===== config.mk =====
export PLATFORM = sky130hd
export DESIGN_NAME = fragmented_mp4_box_splitter_top
export DESIGN_NICKNAME = d
export VERILOG_FILES = /design/src/fmbs_pkg.sv /design/src/fmbs_front.sv /design/src/fmbs_queue.sv /design/src/fmbs_back.sv /design/src/fragmented_mp4_box_splitter_top.sv
export SDC_FILE = /design/constraint.sdc
export NUM_CORES = 1
export LEC_CHECK = 0
export BUFFER_PORTS_ARGS = -buffer_cell sky130_fd_sc_hd__buf_4
export CORE_MARGIN = 2
export CORE_UTILIZATION = 30
export DETAILED_ROUTE_END_ITERATION = 10
export PLACE_DENSITY = 0.54
export SLEW_MARGIN = 20
export SYNTH_ARGS = -nofsm -noshare
export SYNTH_HDL_FRONTEND = slang
export SYNTH_SLANG_ARGS = --single-unit
export TNS_END_PERCENT = 5

===== constraint.sdc =====
create_clock -name i_clk -period 7.5 [get_ports i_clk]
set_clock_uncertainty 0.2 [all_clocks]
set_input_delay 1.5 -clock i_clk [delete_from_list [all_inputs] [get_ports i_clk]]
set_output_delay 1.5 -clock i_clk [all_outputs]
set_load 0.02 [all_outputs]

===== src/fmbs_pkg.sv =====
// Shared types, constants and helpers of the MP4 box splitter.
`default_nettype none
package fmbs_pkg;

    // Configuration register indexes
    localparam int unsigned CFG_IDX_W        = 2;
    localparam logic [CFG_IDX_W-1:0] REG_INIT_SINK_EN = 2'd0;
    localparam logic [CFG_IDX_W-1:0] REG_FRAG_SINK_EN = 2'd1;

    // Header geometry
    localparam int unsigned HDR_BYTES        = 16;
    localparam int unsigned HDR_SHORT_LEN    = 8;
    localparam int unsigned HDR_LONG_LEN     = 16;
    localparam int unsigned SIZE_LONG_OFFSET = 12;
    localparam int unsigned TYPE_OFFSET      = 4;
    localparam logic [31:0] SIZE_EXTENDED    = 32'd1;

    // Box type tags, big-endian ASCII
    localparam logic [31:0] TAG_FTYP = 32'h6674_7970;
    localparam logic [31:0] TAG_MOOV = 32'h6d6f_6f76;
    localparam logic [31:0] TAG_MOOF = 32'h6d6f_6f66;
    localparam logic [31:0] TAG_MDAT = 32'h6d64_6174;

    // Default depth of the command queue between front and back
    localparam int unsigned QUEUE_DEPTH_DEF = 4;

    typedef enum logic [2:0] {
        KIND_UNKNOWN = 3'd0,
        KIND_FTYP    = 3'd1,
        KIND_MOOV    = 3'd2,
        KIND_MOOF    = 3'd3,
        KIND_MDAT    = 3'd4
    } t_kind;

    // One queued command: a whole header burst or a single body byte
    typedef struct packed {
        logic                            is_hdr;
        logic                            hdr_long;
        logic [HDR_BYTES-1:0][7:0]       hdr;
        logic [7:0]                      body_byte;
        logic                            seg;
        logic                            restart;
        logic                            done;
        logic                            deliver;
    } t_cmd;

    // Queue status seen by the top level and the back end
    typedef struct packed {
        logic empty;
        logic full;
    } t_q_stat;

    // Map a box type tag to its kind
    function automatic t_kind classify(input logic [31:0] tag);
        t_kind k;
        k = KIND_UNKNOWN;
        if (tag == TAG_FTYP) begin
            k = KIND_FTYP;
        end else if (tag == TAG_MOOV) begin
            k = KIND_MOOV;
        end else if (tag == TAG_MOOF) begin
            k = KIND_MOOF;
        end else if (tag == TAG_MDAT) begin
            k = KIND_MDAT;
        end
        return k;
    endfunction

endpackage
`default_nettype wire


===== src/fmbs_front.sv =====
// Front end: collects box headers, classifies boxes and issues commands.
`default_nettype none
module fmbs_front (
    input  wire logic           i_clk,
    input  wire logic           i_rst_n,
    input  wire logic           i_acc,
    input  wire logic [7:0]     i_in_byte,
    input  wire logic           i_init_en,
    input  wire logic           i_frag_en,
    output fmbs_pkg::t_cmd      o_cmd,
    output logic                o_push
);

    logic [fmbs_pkg::HDR_BYTES-1:0][7:0] r_hdr, n_hdr;
    logic [4:0]            r_count, n_count;
    logic [31:0]           r_left, n_left;
    fmbs_pkg::t_kind       r_kind, n_kind;
    logic                  r_init_done, n_init_done;

    logic [4:0]            cnt_inc;
    logic                  at_short, at_long, in_body, hdr_done, bad_size, is_final;
    logic                  done_b, dlv, push;
    logic [31:0]           size8, size16, size_sel, hlen, body_len;
    fmbs_pkg::t_kind       new_kind, use_kind;

    // Classify the header and decide the command for this byte
    always_comb begin
        n_hdr = r_hdr;
        if (r_left == 32'd0) begin
            n_hdr[r_count[3:0]] = i_in_byte;
        end
        cnt_inc  = r_count + 5'd1;
        at_short = (cnt_inc == 5'(fmbs_pkg::HDR_SHORT_LEN));
        at_long  = (cnt_inc == 5'(fmbs_pkg::HDR_LONG_LEN));
        size8    = {n_hdr[0], n_hdr[1], n_hdr[2], n_hdr[3]};
        size16   = {n_hdr[fmbs_pkg::SIZE_LONG_OFFSET],
                    n_hdr[fmbs_pkg::SIZE_LONG_OFFSET + 1],
                    n_hdr[fmbs_pkg::SIZE_LONG_OFFSET + 2],
                    n_hdr[fmbs_pkg::SIZE_LONG_OFFSET + 3]};
        size_sel = at_long ? size16 : size8;
        hlen     = at_long ? 32'(fmbs_pkg::HDR_LONG_LEN) : 32'(fmbs_pkg::HDR_SHORT_LEN);
        bad_size = (size_sel < hlen);
        body_len = size_sel - hlen;
        new_kind = fmbs_pkg::classify({n_hdr[fmbs_pkg::TYPE_OFFSET],
                                       n_hdr[fmbs_pkg::TYPE_OFFSET + 1],
                                       n_hdr[fmbs_pkg::TYPE_OFFSET + 2],
                                       n_hdr[fmbs_pkg::TYPE_OFFSET + 3]});
        in_body  = (r_left != 32'd0);
        hdr_done = !in_body &&
                   (at_long || (at_short && (size8 != fmbs_pkg::SIZE_EXTENDED)));
        use_kind = in_body ? r_kind : new_kind;
        is_final = in_body ? (r_left == 32'd1) : (body_len == 32'd0);
        done_b   = is_final && ((use_kind == fmbs_pkg::KIND_MOOV) ||
                                (use_kind == fmbs_pkg::KIND_MDAT));
        dlv      = done_b && ((use_kind == fmbs_pkg::KIND_MOOV) ? i_init_en
                                                              : (i_frag_en && r_init_done));
        push     = i_acc && (in_body ? (r_kind != fmbs_pkg::KIND_UNKNOWN)
                                     : (hdr_done && !bad_size &&
                                        (new_kind != fmbs_pkg::KIND_UNKNOWN)));
    end

    // Build the command
    always_comb begin
        o_cmd.is_hdr    = !in_body;
        o_cmd.hdr_long  = at_long;
        o_cmd.hdr       = n_hdr;
        o_cmd.body_byte = i_in_byte;
        o_cmd.seg       = (use_kind == fmbs_pkg::KIND_MOOF) ||
                          (use_kind == fmbs_pkg::KIND_MDAT);
        o_cmd.restart   = !in_body && ((use_kind == fmbs_pkg::KIND_FTYP) ||
                                       (use_kind == fmbs_pkg::KIND_MOOF));
        o_cmd.done      = done_b;
        o_cmd.deliver   = dlv;
        o_push          = push;
    end

    // Advance the parse state
    always_comb begin
        n_count     = r_count;
        n_left      = r_left;
        n_kind      = r_kind;
        n_init_done = r_init_done;
        if (i_acc) begin
            if (in_body) begin
                n_left = r_left - 32'd1;
            end else begin
                n_count = cnt_inc;
                if (hdr_done) begin
                    n_count = 5'd0;
                    if (bad_size) begin
                        n_kind = fmbs_pkg::KIND_UNKNOWN;
                    end else begin
                        n_kind = new_kind;
                        n_left = body_len;
                    end
                end
            end
        end
        if (push && done_b && (use_kind == fmbs_pkg::KIND_MOOV) && i_init_en) begin
            n_init_done = 1'b1;
        end
    end

    // Header bytes hold no reset
    always_ff @(posedge i_clk) begin
        r_hdr <= n_hdr;
    end

    always_ff @(posedge i_clk) begin
        if (!i_rst_n) begin
            r_count     <= 5'd0;
            r_left      <= 32'd0;
            r_kind      <= fmbs_pkg::KIND_UNKNOWN;
            r_init_done <= 1'b0;
        end else begin
            r_count     <= n_count;
            r_left      <= n_left;
            r_kind      <= n_kind;
            r_init_done <= n_init_done;
        end
    end

endmodule
`default_nettype wire


===== src/fmbs_queue.sv =====
// Short command queue between the front and back ends.
`default_nettype none
module fmbs_queue #(
    parameter int unsigned DEPTH = fmbs_pkg::QUEUE_DEPTH_DEF
) (
    input  wire logic                i_clk,
    input  wire logic                i_rst_n,
    input  wire logic                i_push,
    input  wire fmbs_pkg::t_cmd      i_data,
    input  wire logic                i_pop,
    output fmbs_pkg::t_cmd           o_head,
    output fmbs_pkg::t_q_stat        o_stat
);

    localparam int unsigned PTR_W = $clog2(DEPTH);
    localparam int unsigned CNT_W = $clog2(DEPTH + 1);

    fmbs_pkg::t_cmd        r_mem [DEPTH];
    logic [PTR_W-1:0]      r_wr_ptr, n_wr_ptr;
    logic [PTR_W-1:0]      r_rd_ptr, n_rd_ptr;
    logic [CNT_W-1:0]      r_cnt, n_cnt;

    // Advance pointers with wrap at the last entry, and the fill count
    always_comb begin
        n_wr_ptr = r_wr_ptr;
        n_rd_ptr = r_rd_ptr;
        if (i_push) begin
            n_wr_ptr = (r_wr_ptr == PTR_W'(DEPTH - 1)) ? '0 : PTR_W'(r_wr_ptr + 1'b1);
        end
        if (i_pop) begin
            n_rd_ptr = (r_rd_ptr == PTR_W'(DEPTH - 1)) ? '0 : PTR_W'(r_rd_ptr + 1'b1);
        end
        n_cnt    = r_cnt;
        if (i_push && !i_pop) begin
            n_cnt = CNT_W'(r_cnt + 1'b1);
        end else if (!i_push && i_pop) begin
            n_cnt = CNT_W'(r_cnt - 1'b1);
        end
    end

    always_ff @(posedge i_clk) begin
        if (i_push) begin
            r_mem[r_wr_ptr] <= i_data;
        end
    end

    always_ff @(posedge i_clk) begin
        if (!i_rst_n) begin
            r_wr_ptr <= '0;
            r_rd_ptr <= '0;
            r_cnt    <= '0;
        end else begin
            r_wr_ptr <= n_wr_ptr;
            r_rd_ptr <= n_rd_ptr;
            r_cnt    <= n_cnt;
        end
    end

    assign o_head       = r_mem[r_rd_ptr];
    assign o_stat.empty = (r_cnt == '0);
    assign o_stat.full  = (r_cnt == CNT_W'(DEPTH));

endmodule
`default_nettype wire


===== src/fmbs_back.sv =====
// Back end: expands queued commands into output items.
`default_nettype none
module fmbs_back (
    input  wire logic                i_clk,
    input  wire logic                i_rst_n,
    input  wire fmbs_pkg::t_cmd      i_head,
    input  wire fmbs_pkg::t_q_stat   i_stat,
    input  wire logic                i_stall,
    output logic                     o_pop,
    output logic                     o_valid,
    output logic [7:0]               o_out_byte,
    output logic                     o_segment_kind,
    output logic                     o_segment_restart,
    output logic                     o_segment_done,
    output logic                     o_deliver,
    output logic                     o_last
);

    logic [3:0]  r_idx, n_idx;
    logic        r_valid, n_valid;
    logic [7:0]  r_byte, n_byte;
    logic        r_seg, n_seg, r_restart, n_restart, r_done, n_done;
    logic        r_dlv, n_dlv, r_last, n_last;
    logic        load, fin;
    logic [3:0]  last_idx;

    // Pick the next item from the queue head
    always_comb begin
        load      = !r_valid || !i_stall;
        last_idx  = i_head.hdr_long ? 4'(fmbs_pkg::HDR_LONG_LEN - 1)
                                    : 4'(fmbs_pkg::HDR_SHORT_LEN - 1);
        fin       = !i_head.is_hdr || (r_idx == last_idx);
        o_pop     = load && !i_stat.empty && fin;
        n_idx     = r_idx;
        n_valid   = r_valid;
        n_byte    = r_byte;
        n_seg     = r_seg;
        n_restart = r_restart;
        n_done    = r_done;
        n_dlv     = r_dlv;
        n_last    = r_last;
        if (load) begin
            n_valid = !i_stat.empty;
            if (!i_stat.empty) begin
                n_byte    = i_head.is_hdr ? i_head.hdr[r_idx] : i_head.body_byte;
                n_seg     = i_head.seg;
                n_restart = i_head.restart && (r_idx == 4'd0);
                n_done    = i_head.done && fin;
                n_dlv     = i_head.deliver && fin;
                n_last    = fin;
                n_idx     = fin ? 4'd0 : r_idx + 4'd1;
            end
        end
    end

    // Output register payload holds no reset
    always_ff @(posedge i_clk) begin
        r_byte    <= n_byte;
        r_seg     <= n_seg;
        r_restart <= n_restart;
        r_done    <= n_done;
        r_dlv     <= n_dlv;
        r_last    <= n_last;
    end

    always_ff @(posedge i_clk) begin
        if (!i_rst_n) begin
            r_idx   <= 4'd0;
            r_valid <= 1'b0;
        end else begin
            r_idx   <= n_idx;
            r_valid <= n_valid;
        end
    end

    assign o_valid           = r_valid;
    assign o_out_byte        = r_byte;
    assign o_segment_kind    = r_seg;
    assign o_segment_restart = r_restart;
    assign o_segment_done    = r_done;
    assign o_deliver         = r_dlv;
    assign o_last            = r_last;

endmodule
`default_nettype wire


===== src/fragmented_mp4_box_splitter_top.sv =====
// Top level of the MP4 box splitter: config registers, front, queue, back.
// A body byte is stored in the command queue, then in the back-end output register.
// A kept box's completed header leaves as 8 or 16 items, one per cycle unless stalled.
// Throughput: 1 input byte per cycle; the queue (QUEUE_DEPTH commands) absorbs bursts,
// and input stalls only while it is full.
// Reset: synchronous, active low; parse state and queue clear, both sink enables set to 1.
`default_nettype none
module fragmented_mp4_box_splitter_top #(
    parameter int unsigned QUEUE_DEPTH = fmbs_pkg::QUEUE_DEPTH_DEF
) (
    input  wire logic                          i_clk,
    input  wire logic                          i_rst_n,
    input  wire logic                          i_cfg_we,
    input  wire logic [fmbs_pkg::CFG_IDX_W-1:0] i_cfg_index,
    input  wire logic                          i_cfg_data,
    input  wire logic                          i_valid,
    output logic                               o_stall,
    input  wire logic [7:0]                    i_in_byte,
    input  wire logic                          i_chunk_end,
    output logic                               o_valid,
    input  wire logic                          i_stall,
    output logic [7:0]                         o_out_byte,
    output logic                               o_segment_kind,
    output logic                               o_segment_restart,
    output logic                               o_segment_done,
    output logic                               o_deliver,
    output logic                               o_last
);

    logic              r_init_en, r_frag_en;
    logic              acc, q_push, q_pop;
    fmbs_pkg::t_cmd    q_in, q_head;
    fmbs_pkg::t_q_stat q_stat;

    // Write configuration registers; other indexes are ignored
    always_ff @(posedge i_clk) begin
        if (!i_rst_n) begin
            r_init_en <= 1'b1;
            r_frag_en <= 1'b1;
        end else if (i_cfg_we) begin
            if (i_cfg_index == fmbs_pkg::REG_INIT_SINK_EN) begin
                r_init_en <= i_cfg_data;
            end else if (i_cfg_index == fmbs_pkg::REG_FRAG_SINK_EN) begin
                r_frag_en <= i_cfg_data;
            end
        end
    end

    // Chunk end marks carry no parse meaning; accept while the queue has room
    assign o_stall = q_stat.full;
    assign acc     = i_valid && !q_stat.full;

    fmbs_front u_front (
        .i_clk     (i_clk),
        .i_rst_n   (i_rst_n),
        .i_acc     (acc),
        .i_in_byte (i_in_byte),
        .i_init_en (r_init_en),
        .i_frag_en (r_frag_en),
        .o_cmd     (q_in),
        .o_push    (q_push)
    );

    fmbs_queue #(
        .DEPTH (QUEUE_DEPTH)
    ) u_queue (
        .i_clk   (i_clk),
        .i_rst_n (i_rst_n),
        .i_push  (q_push),
        .i_data  (q_in),
        .i_pop   (q_pop),
        .o_head  (q_head),
        .o_stat  (q_stat)
    );

    fmbs_back u_back (
        .i_clk             (i_clk),
        .i_rst_n           (i_rst_n),
        .i_head            (q_head),
        .i_stat            (q_stat),
        .i_stall           (i_stall),
        .o_pop             (q_pop),
        .o_valid           (o_valid),
        .o_out_byte        (o_out_byte),
        .o_segment_kind    (o_segment_kind),
        .o_segment_restart (o_segment_restart),
        .o_segment_done    (o_segment_done),
        .o_deliver         (o_deliver),
        .o_last            (o_last)
    );

    // Never push into a full queue, never pop an empty one
    a_no_overflow: assert property (@(posedge i_clk) disable iff (!i_rst_n)
        q_push |-> !q_stat.full)
        else $error("command pushed into full queue");

    a_no_underflow: assert property (@(posedge i_clk) disable iff (!i_rst_n)
        q_pop |-> !q_stat.empty)
        else $error("command popped from empty queue");

    // A done mark closes a box: it is its last item and never also a restart
    a_done_last: assert property (@(posedge i_clk) disable iff (!i_rst_n)
        (o_valid && o_segment_done) |-> (o_last && !o_segment_restart))
        else $error("done mark not on last item of a box");

    // Deliver appears only with a done mark
    a_deliver_done: assert property (@(posedge i_clk) disable iff (!i_rst_n)
        (o_valid && o_deliver) |-> o_segment_done)
        else $error("deliver without done mark");

endmodule
`default_nettype wire

==> impl_metrics.yaml <==
hold_path:
  hold_class: "reg -> reg"
power_and_ir_drop:
  irDropWorstVdd_mv: 0.198
  p_total_uw: 12000
  p_seq_frac: 0.416
  power_switching_uw: 3790
  total_leakage_power_uw: 0.0124
  p_int_uw: 8190
  comb_power_share: 0.251
  pwr-share-clk: 0.333
  power.density_mw_per_mm2: 322
  switching_share: 0.316
critical_path:
  worstPathMaxFanout: 42
  cp_slowest_cell: "and2_4"
  arrival_ns: 6.38
  worst-setup-path-type: "reg -> reg"
  critPathRequiredTime_ns: 7.57
  path_buf_inv: 3
  crit_chain: "nor3_2, and4_1, buf_4, and4_1, nand2_1, nand2_1, mux2i_1, ha_1, inv_1, o21ai_1, nor2_1, nor3_1, a41oi_1, o21ai_4, a21oi_2, and2_4, buf_4"
  cp-start-kind: "flip-flop"
  endpoint_kind: "flip-flop"
  slowest_delay_ns: 0.72
  crit_family: "simple AND/OR/NAND/NOR gates"
placement:
  gp_congestion: 0.944
  port_buffers: 30
  dpl.hpwl_microns: 56800
global_route:
  antenna_found_initial: 5
  grt_overflow_total: 0
  gr-usage-all-layers: 0.155
  grt_pass1_vias: 19000
  grt_pass1_wl_microns: 128000
  grt_max_degree: 69
logic_synthesis:
  synth_top_cell_area_share: 0.535
  synth_area_sq_mm: 0.0326
  yosys.cell_types.count: 93
  synth_edf_count: 581
  yosysTopAreaCell: "edfxtp_1"
  synth.area.top_cells: "edfxtp_1 (54%), mux4_2 (13%), dfxtp_1 (11%)"
  synth_flop_cell: "edfxtp_1"
  syn_nets: 2168
  synth_area_per_cell_sq_um: 15.3
  synthCells: 2132
  ys_warn_count: 0
  synth-async-reset-ratio: 0
  synth_seq_cells: 766
  synth_most_common_cell: "edfxtp_1"
  synth_seq_area_share: 0.649
  synthTopCellsByCount: "edfxtp_1 (581), dfxtp_1 (185), mux4_2 (182)"
sta:
  period_share: 0.842
  relSlewSlack: 0.290
  drv_slew: 0
  fmax_mhz: 158
  setup_violations: 0
  timing.final.hold_violations: 0
  rsz0062_at_grt: "false"
  tightest_slew_ns: 1.06
  tns_ns: 0
  period_needed_ns: 6.32
clocking:
  tritoncts: "built"
  cts_buffers: 82
  post_cts_buffers: 0
  cts.htree.levels: 3
  ctsHoldBuffers: 0
  clock_sinks: 766
  path_clk_slew_ns: 0.06
  cts-root-buf: "clkbuf_16"
  cts.repair.resized: 0
  clk_path_buf_depth: 3
  clk_latency_ns: 0.65
routing:
  dr_total_vias: 19200
  drt_iter0_drc: 1966
  avgViaCountPerCell: 5.26
  drt_wl_total_microns: 87500
  ant_nets: 0
  first_pass_iters: 6
  remaining_drc_errors: 0
  routedWlPerCell_microns: 24.0
floorplan:
  die_h_microns: 334
  core_area_sq_mm: 0.108
  die_area_sq_mm: 0.111
  die_w_microns: 334
  rows: 120
  pin_count: 32
  initial_utilization: 0.303
flow_run:
  drv_cap: 0
status:
  outcome: "finished clean"
finish:
  drive_above_1_share: 0.227
  fin_nets: 2204
  fillers: 10200
  area_growth_pct: 14.1
  diodes: 0
-- through the flow --
| stage | cell area, sq um | hold WS [ns] | worst slack [ns] | instances | util |
|---|---|---|---|---|---|
| floorplan | 32600 | 0.241 | -0.427 | 2132 | - |
| global placement | 34500 | 0.267 | 1.30 | 3487 | 0.321 |
| detailed placement | 34500 | 0.280 | 1.23 | 3487 | 0.321 |
| CTS | 37200 | 0.289 | 1.23 | 3641 | 0.346 |
| global route | 37200 | 0.316 | 0.896 | 3641 | 0.346 |
| finish | 37200 | 0.287 | 1.18 | 3641 | 0.346 |
-- layer usage --
metal	track usage	vias to the layer above	wire [microns]
li1	-	8458	-
met1	0.209	9975	38200
met5	0	-	0
met3	0.0263	128	4640
met4	0.0384	0	2090
met2	0.260	595	42600
-- path summary, 6_finish.rpt --
kind | slack, ns | end | depth (start not counted) | startpoint
max | 1.18 | u_queue.r_mem[3][87] | 17 | u_front.r_left[2]
min | 0.29 | u_back.o_valid | 2 | u_back.o_valid
max reg2reg | 1.18 | u_queue.r_mem[3][87] | 17 | u_front.r_left[2]
min reg2reg | 0.29 | u_back.o_valid | 2 | u_back.o_valid
-- state kept, by name, summed over array words and instances (netlist names), named ones only --
signal / count
u_back.o_segment_done: 1
u_back.r_idx: 4
r_frag_en: 1
u_front.r_count: 5
u_back.o_deliver: 1
u_back.o_last: 1
u_queue.r_wr_ptr: 2
r_init_en: 1
u_back.o_out_byte: 8
u_back.o_valid: 1
u_queue.r_rd_ptr: 2
u_back.o_segment_kind: 1
u_front.r_kind: 3
u_front.r_hdr: 128
u_front.r_init_done: 1
u_front.r_left: 32
u_back.o_segment_restart: 1
u_queue.r_cnt: 3
u_queue.r_mem: 568
-- cell families after synthesis --
logic type / count (synthesis) / share of synthesized area
muxes: 292 / 0.164
DFF: 766 / 0.649
and+or+nand+nor: 612 / 0.0989
xor gates and xnor gates: 42 / 0.0113
AOI/OAI and AO/OA: 237 / 0.0494
adders and majority gates: 19 / 0.00752
buffers and inverters: 164 / 0.0206
-- worst min-delay path: cells and delay by family, from the launching register on --
kind	cells	cell delay, ns
flops	1	0.33
simple gates	1	0.06
compound gates	1	0.05
-- cells in the final DEF (no fill, tap or decap), drive strengths merged, types with 30 or more instances in the layout --
| master | netlist | layout |
|---|---|---|
| edfxtp | 581 | 581 |
| dfxtp | 185 | 185 |
| mux4 | 182 | 182 |
| nand2 | 181 | 181 |
| nor2 | 135 | 135 |
| clkbuf | 77 | 106 |
| mux2 | 78 | 78 |
| buf | 42 | 71 |
| o21ai | 66 | 66 |
| a21oi | 58 | 58 |
| nand3 | 52 | 52 |
| inv | 45 | 50 |
| nor3 | 43 | 43 |
| nor4 | 35 | 35 |
| clkinv | 0 | 34 |
| mux2i | 32 | 32 |
| nand4 | 30 | 30 |
-- power by group through the flow --
stage               Sequential [uW]  Clock (uW)  Combinational (uW)
floorplan                      5010           0                2160
global placement               5070           0                2960
detailed placement             5080           0                3010
CTS                            4990        4070                3020
global route                   5010        4250                3230
finish                         4990        3990                3000
-- final cells by class --
class / count / area [sq um] / share of cell area
Sequential cell: 766 / 21200 / 0.569
Multi-Input combinational cell: 1202 / 10800 / 0.291
Clock buffer: 106 / 2200 / 0.0592
Tap cell: 1403 / 1760 / 0.0472
Timing Repair Buffer: 71 / 608 / 0.0164
Clock inverter: 48 / 485 / 0.0131
Inverter: 45 / 169 / 0.00454
Power figures use the tool's default switching activity.
